==> src/rtl/assert_macros.svh <==
// Assertion helper macros for the monitor core
`ifndef ASSERT_MACROS_SVH
`define ASSERT_MACROS_SVH
// Implication checked on every rising clock edge outside reset
`define CHK_IMPLY(label, clk, rst_n, ante, cons) \
    label: assert property (@(posedge clk) disable iff (!rst_n) (ante) |-> (cons)) \
        else $error("check failed");
// Next-cycle implication
`define CHK_NEXT(label, clk, rst_n, ante, cons) \
    label: assert property (@(posedge clk) disable iff (!rst_n) (ante) |=> (cons)) \
        else $error("check failed");
`endif

==> src/rtl/lpm_pkg.sv <==
// ----------------------------------------------------------------------------
// lpm_pkg: shared types and constants for the load protection monitor
// Request payloads, result payloads and register indexes.
// ----------------------------------------------------------------------------
`default_nettype none
package lpm_pkg;
    typedef struct packed {
        logic        action;
        logic [16:0] voltage_mv;
        logic [15:0] current_ma;
        logic [3:0]  sink_zero_mask;
        logic        dac_in_transient;
    } lpm_in_t;

    typedef struct packed {
        logic [6:0]  fault_events;
        logic        no_regulation_status;
        logic        disable_request;
        logic [23:0] power_mw;
        logic [20:0] charge_mah;
        logic [20:0] energy_mwh;
    } lpm_out_t;

    localparam logic [2:0] REG_MODE  = 3'd0;
    localparam logic [2:0] REG_SETPT = 3'd1;
    localparam logic [2:0] REG_TOL   = 3'd2;
    localparam logic [2:0] REG_OCL   = 3'd3;
    localparam logic [2:0] REG_OPL   = 3'd4;
    localparam logic [2:0] REG_FLOOR = 3'd5;
    localparam logic [2:0] REG_FMIN  = 3'd6;
    localparam logic [2:0] REG_TPS   = 3'd7;

    localparam logic [1:0] MODE_CC = 2'd0;
    localparam logic [1:0] MODE_CV = 2'd1;
    localparam logic [1:0] MODE_CR = 2'd2;
    localparam logic [1:0] MODE_CP = 2'd3;

    localparam logic [26:0] R_SAT = 27'd134217727;

    // Divider command: 33-bit dividend, 16-bit divisor
    typedef struct packed {
        logic        start;
        logic [32:0] dividend;
        logic [15:0] divisor;
    } lpm_div_req_t;

    typedef struct packed {
        logic        done;
        logic [32:0] quotient;
    } lpm_div_rsp_t;
endpackage
`default_nettype wire

==> src/rtl/lpm_divider.sv <==
// ----------------------------------------------------------------------------
// lpm_divider: shared restoring divider
// One quotient bit per cycle.
// ----------------------------------------------------------------------------
`default_nettype none
module lpm_divider (
    input  wire logic                  clk,
    input  wire logic                  rst_n,
    input  wire lpm_pkg::lpm_div_req_t req,
    output lpm_pkg::lpm_div_rsp_t      rsp
);
    import lpm_pkg::*;

    logic [32:0] quo_reg, quo_next;
    logic [16:0] rem_reg, rem_next;
    logic [15:0] dvs_reg, dvs_next;
    logic [5:0]  cnt_reg, cnt_next;
    logic        busy_reg, busy_next;
    logic        done_reg, done_next;
    logic [16:0] trial;

    always_comb
    begin
        quo_next  = quo_reg;
        rem_next  = rem_reg;
        dvs_next  = dvs_reg;
        cnt_next  = cnt_reg;
        busy_next = busy_reg;
        done_next = 1'b0;
        trial     = {rem_reg[15:0], quo_reg[32]};
        if (req.start)
        begin
            quo_next  = req.dividend;
            rem_next  = '0;
            dvs_next  = req.divisor;
            cnt_next  = 6'd33;
            busy_next = 1'b1;
        end
        else if (busy_reg)
        begin
            // shift in one dividend bit, subtract where it fits
            if (trial >= {1'b0, dvs_reg})
            begin
                rem_next = trial - {1'b0, dvs_reg};
                quo_next = {quo_reg[31:0], 1'b1};
            end
            else
            begin
                rem_next = trial;
                quo_next = {quo_reg[31:0], 1'b0};
            end
            cnt_next = cnt_reg - 6'd1;
            if (cnt_reg == 6'd1)
            begin
                busy_next = 1'b0;
                done_next = 1'b1;
            end
        end
    end

    always_ff @(posedge clk or negedge rst_n)
    begin
        if (!rst_n)
        begin
            cnt_reg  <= '0;
            busy_reg <= 1'b0;
            done_reg <= 1'b0;
        end
        else
        begin
            cnt_reg  <= cnt_next;
            busy_reg <= busy_next;
            done_reg <= done_next;
        end
    end

    always_ff @(posedge clk)
    begin
        quo_reg <= quo_next;
        rem_reg <= rem_next;
        dvs_reg <= dvs_next;
    end

    assign rsp.done     = done_reg;
    assign rsp.quotient = quo_reg;
endmodule
`default_nettype wire

==> src/rtl/load_protection_monitor_core.sv <==
// Sequence: a sample tick makes three passes through the shared divider
//   (resistance, charge rate, energy rate) plus steps for power, evaluate, two
//   hour scalings and output.
// Flow control: one request at a time; the next is taken the cycle after the result
//   is read.
// A restart tick clears the totals and goes straight to output, bypassing the divider.
// Reset: asynchronous, active low; control and configuration registers return to their
//   listed defaults, the payload registers are not reset.
// load_protection_monitor_core: per-tick protection and statistics monitor
// Power, regulation, fuse counters, discharge floor, charge and energy totals.
// ----------------------------------------------------------------------------
`default_nettype none
`include "assert_macros.svh"
module load_protection_monitor_core #(
    parameter int NOREG_LIMIT = 10,
    parameter int FUSE_LIMIT  = 10,
    parameter int SINK_COUNT  = 4
) (
    input  wire logic              clk,
    input  wire logic              rst_n,
    input  wire logic              in_valid,
    output logic                   in_ready,
    input  wire lpm_pkg::lpm_in_t  in_data,
    output logic                   out_valid,
    input  wire logic              out_ready,
    output lpm_pkg::lpm_out_t      out_data,
    input  wire logic              cfg_we,
    input  wire logic [2:0]        cfg_index,
    input  wire logic [26:0]       cfg_data
);
    import lpm_pkg::*;

    // sequencer states
    localparam logic [3:0] ST_IDLE  = 4'd0;
    localparam logic [3:0] ST_PWR   = 4'd1;
    localparam logic [3:0] ST_RES   = 4'd2;
    localparam logic [3:0] ST_EVAL  = 4'd3;
    localparam logic [3:0] ST_CRATE = 4'd4;
    localparam logic [3:0] ST_ERATE = 4'd5;
    localparam logic [3:0] ST_CHR   = 4'd6;
    localparam logic [3:0] ST_ENR   = 4'd7;
    localparam logic [3:0] ST_OUT   = 4'd8;
    localparam logic [3:0] ST_WAIT  = 4'd9;
    localparam logic [3:0] ST_ENH   = 4'd10;

    localparam logic [7:0] NR_LIM = 8'(NOREG_LIMIT);
    localparam logic [7:0] FU_LIM = 8'(FUSE_LIMIT);
    localparam int         NS     = (SINK_COUNT < 4) ? SINK_COUNT : 4;

    // reciprocals: x/1000 = ((x>>3) * RCP_125) >> 37, x/3600 = ((x>>4) * RCP_225) >> 36
    localparam logic [30:0] RCP_125 = 31'd1099511628;
    localparam logic [30:0] RCP_225 = 31'd305419897;

    // configuration registers
    logic [1:0]  mode_reg;
    logic [26:0] setpt_reg, tol_reg;
    logic [15:0] ocl_reg, fmin_reg;
    logic [23:0] opl_reg;
    logic [16:0] floor_reg;
    logic [9:0]  tps_reg;

    always_ff @(posedge clk or negedge rst_n)
    begin
        if (!rst_n)
        begin
            mode_reg  <= MODE_CC;
            setpt_reg <= '0;
            tol_reg   <= 27'd100;
            ocl_reg   <= 16'hFFFF;
            opl_reg   <= 24'd8589934;
            floor_reg <= '0;
            fmin_reg  <= '0;
            tps_reg   <= 10'd10;
        end
        else if (cfg_we)
        begin
            unique case (cfg_index)
                REG_MODE:  mode_reg  <= cfg_data[1:0];
                REG_SETPT: setpt_reg <= cfg_data;
                REG_TOL:   tol_reg   <= cfg_data;
                REG_OCL:   ocl_reg   <= cfg_data[15:0];
                REG_OPL:   opl_reg   <= cfg_data[23:0];
                REG_FLOOR: floor_reg <= cfg_data[16:0];
                REG_FMIN:  fmin_reg  <= cfg_data[15:0];
                REG_TPS:   tps_reg   <= cfg_data[9:0];
                default:   ;
            endcase
        end
    end

    lpm_div_req_t div_req;
    lpm_div_rsp_t div_rsp;

    lpm_divider u_div (
        .clk   (clk),
        .rst_n (rst_n),
        .req   (div_req),
        .rsp   (div_rsp)
    );

    // control state
    logic [3:0]  st_reg, st_next;
    logic        started_reg, started_next;
    logic [7:0]  nrc_reg, nrc_next;
    logic        nrf_reg, nrf_next;
    logic [7:0]  fuse_reg [NS], fuse_next [NS];
    logic [31:0] chg_reg, chg_next, eng_reg, eng_next;
    // item payload
    lpm_in_t     item_reg, item_next;
    logic [32:0] prod_reg, prod_next;
    logic [23:0] pwr_reg, pwr_next;
    logic [26:0] meas_reg, meas_next;
    lpm_out_t    res_reg, res_next;
    // constant-divisor multiplier, product registered
    logic [29:0] mul_a;
    logic [30:0] mul_b;
    logic [60:0] mul_reg;

    logic [15:0] tps_div;
    logic [27:0] err;
    logic        oor;
    logic [8:0]  nrc_inc;
    logic [8:0]  fu_inc;

    assign tps_div = (tps_reg == '0) ? 16'd1 : {6'd0, tps_reg};

    always_comb
    begin
        st_next      = st_reg;
        started_next = 1'b0;
        nrc_next     = nrc_reg;
        nrf_next     = nrf_reg;
        fuse_next    = fuse_reg;
        chg_next     = chg_reg;
        eng_next     = eng_reg;
        item_next    = item_reg;
        prod_next    = prod_reg;
        pwr_next     = pwr_reg;
        meas_next    = meas_reg;
        res_next     = res_reg;
        div_req      = '0;
        mul_a        = '0;
        mul_b        = '0;
        err          = '0;
        oor          = 1'b0;
        nrc_inc      = '0;
        fu_inc       = '0;
        unique case (st_reg)
            ST_IDLE:
            begin
                if (in_valid)
                begin
                    item_next = in_data;
                    if (in_data.action)
                    begin
                        // restart: clear totals, keep counters
                        chg_next = '0;
                        eng_next = '0;
                        res_next = '0;
                        res_next.no_regulation_status = nrf_reg;
                        st_next  = ST_OUT;
                    end
                    else
                    begin
                        prod_next = 33'(in_data.voltage_mv) * 33'(in_data.current_ma);
                        st_next   = ST_PWR;
                    end
                end
            end
            ST_PWR:
            begin
                // power in mW by reciprocal multiply of the product
                mul_a = prod_reg[32:3];
                mul_b = RCP_125;
                started_next = 1'b1;
                st_next = ST_RES;
            end
            ST_RES:
            begin
                // resistance v*1000/i, run always; used only in CR
                if (started_reg)
                begin
                    pwr_next         = mul_reg[60:37];
                    div_req.start    = 1'b1;
                    div_req.dividend = 33'(item_reg.voltage_mv) * 33'd1000;
                    div_req.divisor  = item_reg.current_ma;
                end
                else if (div_rsp.done)
                begin
                    meas_next = (item_reg.current_ma == '0) ? R_SAT
                                                             : div_rsp.quotient[26:0];
                    st_next   = ST_EVAL;
                end
            end
            ST_EVAL:
            begin
                unique case (mode_reg)
                    MODE_CC: meas_next = 27'(item_reg.current_ma);
                    MODE_CV: meas_next = 27'(item_reg.voltage_mv);
                    MODE_CR: meas_next = meas_reg;
                    MODE_CP: meas_next = 27'(pwr_reg);
                    default: meas_next = meas_reg;
                endcase
                err = ({1'b0, setpt_reg} >= {1'b0, meas_next})
                    ? {1'b0, setpt_reg} - {1'b0, meas_next}
                    : {1'b0, meas_next} - {1'b0, setpt_reg};
                oor = !(mode_reg == MODE_CC && item_reg.dac_in_transient)
                    && (err >= {1'b0, tol_reg});
                res_next = '0;
                res_next.fault_events[0] = item_reg.current_ma > ocl_reg;
                res_next.fault_events[1] = pwr_reg > opl_reg;
                if (oor)
                begin
                    nrc_inc = {1'b0, nrc_reg} + 9'd1;
                    nrc_next = nrc_inc[7:0];
                    if (nrc_inc[7:0] == NR_LIM)
                    begin
                        nrf_next = 1'b1;
                        res_next.fault_events[2] = 1'b1;
                        nrc_next = NR_LIM - 8'd1;
                    end
                end
                else
                begin
                    nrf_next = 1'b0;
                    if (nrc_reg != '0)
                        nrc_next = nrc_reg - 8'd1;
                end
                if (item_reg.current_ma > fmin_reg && !item_reg.dac_in_transient)
                begin
                    for (int s = 0; s < NS; s++)
                    begin
                        if (item_reg.sink_zero_mask[s])
                        begin
                            fu_inc = {1'b0, fuse_reg[s]} + 9'd1;
                            fuse_next[s] = fu_inc[7:0];
                            if (fu_inc[7:0] == FU_LIM)
                            begin
                                res_next.fault_events[3+s] = 1'b1;
                                fuse_next[s] = FU_LIM - 8'd1;
                            end
                        end
                        else if (fuse_reg[s] != '0)
                            fuse_next[s] = fuse_reg[s] - 8'd1;
                    end
                end
                res_next.no_regulation_status = nrf_next;
                res_next.disable_request = item_reg.voltage_mv < floor_reg;
                res_next.power_mw = pwr_reg;
                started_next = 1'b1;
                st_next = ST_CRATE;
            end
            ST_CRATE:
            begin
                if (started_reg)
                begin
                    div_req.start    = 1'b1;
                    div_req.dividend = 33'(item_reg.current_ma);
                    div_req.divisor  = tps_div;
                end
                else if (div_rsp.done)
                begin
                    chg_next = chg_reg + div_rsp.quotient[31:0];
                    started_next = 1'b1;
                    st_next  = ST_ERATE;
                end
            end
            ST_ERATE:
            begin
                if (started_reg)
                begin
                    div_req.start    = 1'b1;
                    div_req.dividend = 33'(pwr_reg);
                    div_req.divisor  = tps_div;
                end
                else if (div_rsp.done)
                begin
                    eng_next = eng_reg + div_rsp.quotient[31:0];
                    st_next  = ST_CHR;
                end
            end
            ST_CHR:
            begin
                // charge in hours: scale the total by 1/3600
                mul_a = {2'd0, chg_reg[31:4]};
                mul_b = RCP_225;
                st_next = ST_ENR;
            end
            ST_ENR:
            begin
                res_next.charge_mah = mul_reg[56:36];
                mul_a = {2'd0, eng_reg[31:4]};
                mul_b = RCP_225;
                st_next = ST_ENH;
            end
            ST_ENH:
            begin
                res_next.energy_mwh = mul_reg[56:36];
                st_next = ST_OUT;
            end
            ST_OUT:
            begin
                st_next = ST_WAIT;
            end
            ST_WAIT:
            begin
                if (out_ready)
                    st_next = ST_IDLE;
            end
            default: st_next = ST_IDLE;
        endcase
    end

    always_ff @(posedge clk or negedge rst_n)
    begin
        if (!rst_n)
        begin
            st_reg      <= ST_IDLE;
            started_reg <= 1'b0;
            nrc_reg     <= '0;
            nrf_reg     <= 1'b0;
            chg_reg     <= '0;
            eng_reg     <= '0;
            for (int s = 0; s < NS; s++)
                fuse_reg[s] <= '0;
        end
        else
        begin
            st_reg      <= st_next;
            started_reg <= started_next;
            nrc_reg     <= nrc_next;
            nrf_reg     <= nrf_next;
            chg_reg     <= chg_next;
            eng_reg     <= eng_next;
            fuse_reg    <= fuse_next;
        end
    end

    always_ff @(posedge clk)
    begin
        item_reg <= item_next;
        prod_reg <= prod_next;
        pwr_reg  <= pwr_next;
        meas_reg <= meas_next;
        res_reg  <= res_next;
        mul_reg  <= mul_a * mul_b;
    end

    assign in_ready  = (st_reg == ST_IDLE);
    assign out_valid = (st_reg == ST_WAIT);
    assign out_data  = res_reg;

    // a request is never taken while a result is held
    `CHK_IMPLY(a_no_overlap, clk, rst_n, out_valid, !in_ready)
    // the no-regulation counter stays below its limit
    `CHK_IMPLY(a_nrc_range, clk, rst_n, 1'b1, nrc_reg < NR_LIM)
    // a delivered result frees the input side next cycle
    `CHK_NEXT(a_release, clk, rst_n, out_valid && out_ready, in_ready)
endmodule
`default_nettype wire
==> config.mk <==
export PLATFORM = sky130hd
export DESIGN_NAME = load_protection_monitor_core
export DESIGN_NICKNAME = d
export VERILOG_FILES = /design/src/rtl/lpm_pkg.sv /design/src/rtl/lpm_divider.sv /design/src/rtl/load_protection_monitor_core.sv
export VERILOG_INCLUDE_DIRS = /design/src /design/src/rtl
export SDC_FILE = /design/constraint.sdc
export NUM_CORES = 2
export LEC_CHECK = 0
export BUFFER_PORTS_ARGS = -buffer_cell sky130_fd_sc_hd__buf_2
export CAP_MARGIN = 20
export CORE_AREA = 8 8 498 256
export DETAILED_ROUTE_END_ITERATION = 8
export DIE_AREA = 0 0 506 264
export PLACE_DENSITY = 0.68
export SYNTH_ARGS = -nofsm -noshare
export SYNTH_HDL_FRONTEND = slang
export SYNTH_SLANG_ARGS = --single-unit
==> constraint.sdc <==
create_clock -name clk -period 11.7 [get_ports clk]
set_clock_uncertainty 0.1 [all_clocks]
set_input_delay 2.34 -clock clk [delete_from_list [all_inputs] [get_ports clk]]
set_output_delay 2.34 -clock clk [all_outputs]
set_load 0.05 [all_outputs]
==> metrics <==
Final Max Tran Viols 0; total CTS buffers 49; RSZ-0062 raised after global routing no; worst setup margin 0.997 ns; PwrDens 321 mW/mm^2; crit path DAT 11.09 ns; Startpoint Class flip-flop; Hold Path Stages 0; CTS Root Cell clkbuf_16; max_cap viols 0; Post-synth EDFFs 243; Cells after Synth 6138; CTS tree done; Die Wd 506 um; layout cells sized above 1 7.57%; Final Cycle Share 91.5%; initial antenna violation count 14; leading area contributor after synthesis fa_1; commonest non-fill, non-tap cells in the layout inv_1, fa_1, ha_1; Seq/Total Area, Yosys 23.6%; first-pass GRT wire length 303000 um; Max FO, Critical Path 30; Worst EP required 12.09 ns; setup TNS 0 ns; DRT Pass-1 Iters 9; Die Y 264 um; Adder-Cell Fraction of Synth Area 42.2%; DR iter-0 viols 5702; cell area after synthesis 0.0619 sq mm; Top FF cell, synth edfxtp_1; WS Path Type flip-flop to flip-flop; asr flop ratio synth 47.5%; hold path endpoint pwr_reg[20]$_DFFE_PP_; relative slew slack 13.5%; H-Tree Depth 2; clk buf depth 3; GPL Wtd Cong 1.04; post-route minimum period 10.70 ns; Area Growth Syn to Fin 7.18%; max FFs per register 75; Fin. Hold Viols 0; status complete, no violations; Post-CTS Setup Inserts 0; Internal 10.1 mW; Core Area 0.121 sq mm; mean post-synth cell area 10.1 sq um; Peak VDD IR 0.000316 V; commonest non-fill, non-tap cell in the layout inv_1; via/cell ratio 5.83; post-synthesis mux area share 2.41%; effective utilization at floorplan 51.1%; Synth top area share 26.2%; share of total power in the clock network 8.4%; DP Cell Count 7820; hold buffers post-CTS 0; top cells by area, synth fa_1, ha_1, edfxtp_1; Setup crit end kind flip-flop; largest family of logic cells by synthesized area adder cells; Lkg Pwr 33.9 nW; DRC 0; via count 46200; worst skew pair latency 0.65 ns; fmax 93.4 MHz; die footprint 0.134 sq mm; final WL 204000 um; DR WL/cell 25.8 um; Combinational Power Share 75.1%; layout net count 7918; final antenna-violating net count 0; Reg power frac 16.5%; reg-to-reg slack, setup 1.0 ns; GR Overflow Total 0; Netlist cell types 90; switch share 52.9%; RR Endpoint mul_reg[59]$_DFF_P_; WHS 0.317 ns; worst r2r src st_reg[2]$_DFFE_PN0P_; Synth Area in Compound Gates 10.7%; Finish-stage setup viols 0; Worst-path clk slew 0.07 ns; Min-Delay Path Class flip-flop to flip-flop; hold_sp mul_reg[57]$_DFF_P_; non-filler cells, final 7922; number of fill cells 10600; synth warn 0; register bit count reported by yosys 541; port bufs 150; Setup WS pre-CTS 1.29 ns; Synth Area in XOR/XNOR 2.64%; GRT Resource Usage Total 30.2%; Least-Margin Pin Slew 1.29 ns; clock sinks 541; pin count of the biggest net entering global routing 88; row cnt 91; Final HPWL DP 171000 um; # IOs 151; vias in the first global route 45200; FF-to-FF path depth 27; Psw 11.3 mW; CTS resizes 0; Synth Area in Simple Gates 9.47%
power by group through the flow:
stage	clock [mW]	combinational (mW)	sequential, mW
2_1_floorplan	0	10.6	3.66
3_3_place_gp	0	15.2	3.52
3_5_place_dp	0	15.6	3.53
4_1_cts	1.79	15.7	3.50
5_1_grt	1.86	17.7	3.57
6_report	1.78	16.0	3.52
through the flow:
| stage | instance area, sq um | utilization, % | total power [mW] |
|---|---|---|---|
| final | 66400 | 54.8 | 21.3 |
| after global routing | 66400 | 54.8 | 23.1 |
| after CTS | 66300 | 54.8 | 21.0 |
| after detailed placement | 64700 | 53.4 | 19.1 |
| after global placement | 64700 | 53.4 | 18.7 |
| after floorplan | 62000 | - | 14.2 |
area by class of cell:
cell class	count	area, sq um	area share (%)
Inverter	1315	4940	7.44
Clock inverter	29	350	0.528
Antenna cell	11	27.5	0.0415
Clock buffer	62	1340	2.02
Timing Repair Buffer	214	1240	1.87
Tap cell	1627	2040	3.07
Multi-Input combinational cell	4123	41900	63.1
Sequential cell	541	14600	22.0
Yosys cell counts (all sizes together), types with 32 or more instances:
cell	number
a21o	130
a21oi	256
a22o	69
and2	198
clkbuf	149
dfrtp	226
dfxtp	41
edfxtp	243
fa	811
ha	789
inv	1315
mux2	78
nand2	426
nand2b	54
nand3	53
nand4	48
nor2	208
nor2b	37
nor3	60
o21a	32
o21ai	238
xnor2	94
xor2	93
per-layer routing:
layer / up-vias / share of wire, % / GRT usage, %
met5: - / 0.032 / 0
met4: 10 / 0.89 / 2.78
met3: 183 / 19 / 18.1
met2: 2667 / 33 / 33.9
met1: 23000 / 47 / 48.5
li1: 20300 / - / -
critical path: stages, from the launching register on:
cell      delay [ns]
dfrtp_1         0.60
nor2b_1         0.22
buf_4           0.29
and3_2          0.55
buf_4           0.45
a221oi_1        0.14
inv_1           0.33
nand3_1         0.35
inv_1           0.53
fa_1            0.52
fa_1            0.50
fa_1            0.53
fa_1            0.43
fa_1            0.53
fa_1            0.43
fa_1            0.51
fa_1            0.42
ha_1            0.34
a21o_1          0.17
a21oi_1         0.16
o21ai_0         0.11
a21o_1          0.27
a221oi_1        0.34
o21ai_1         0.29
o41ai_2         0.61
o21ai_1         0.25
o31ai_1         0.37
o311ai_0        0.15
logic make-up after synthesis:
family                     Yosys count
DFF                                541
and+or+nand+nor                   1199
xor gates and xnor gates           187
buffers and inverters             1486
other                                2
muxes                              119
adders and majority gates         1600
AOI/OAI and AO/OA                 1004
worst max-delay path by stage:
stage	cells after the start	start	to	slack, ns
floorplan	30	st_reg[3]$_DFFE_PN0P_	mul_reg[59]$_DFF_P_	2.71
global placement	29	st_reg[2]$_DFFE_PN0P_	mul_reg[59]$_DFF_P_	1.46
detailed placement	27	st_reg[2]$_DFFE_PN0P_	mul_reg[59]$_DFF_P_	1.29
CTS	27	st_reg[2]$_DFFE_PN0P_	mul_reg[59]$_DFF_P_	1.24
global route	28	st_reg[2]$_DFFE_PN0P_	mul_reg[59]$_DFF_P_	0.53
finish	27	st_reg[2]$_DFFE_PN0P_	mul_reg[59]$_DFF_P_	1.0
Note: power is estimated with default switching activity, not from simulation.
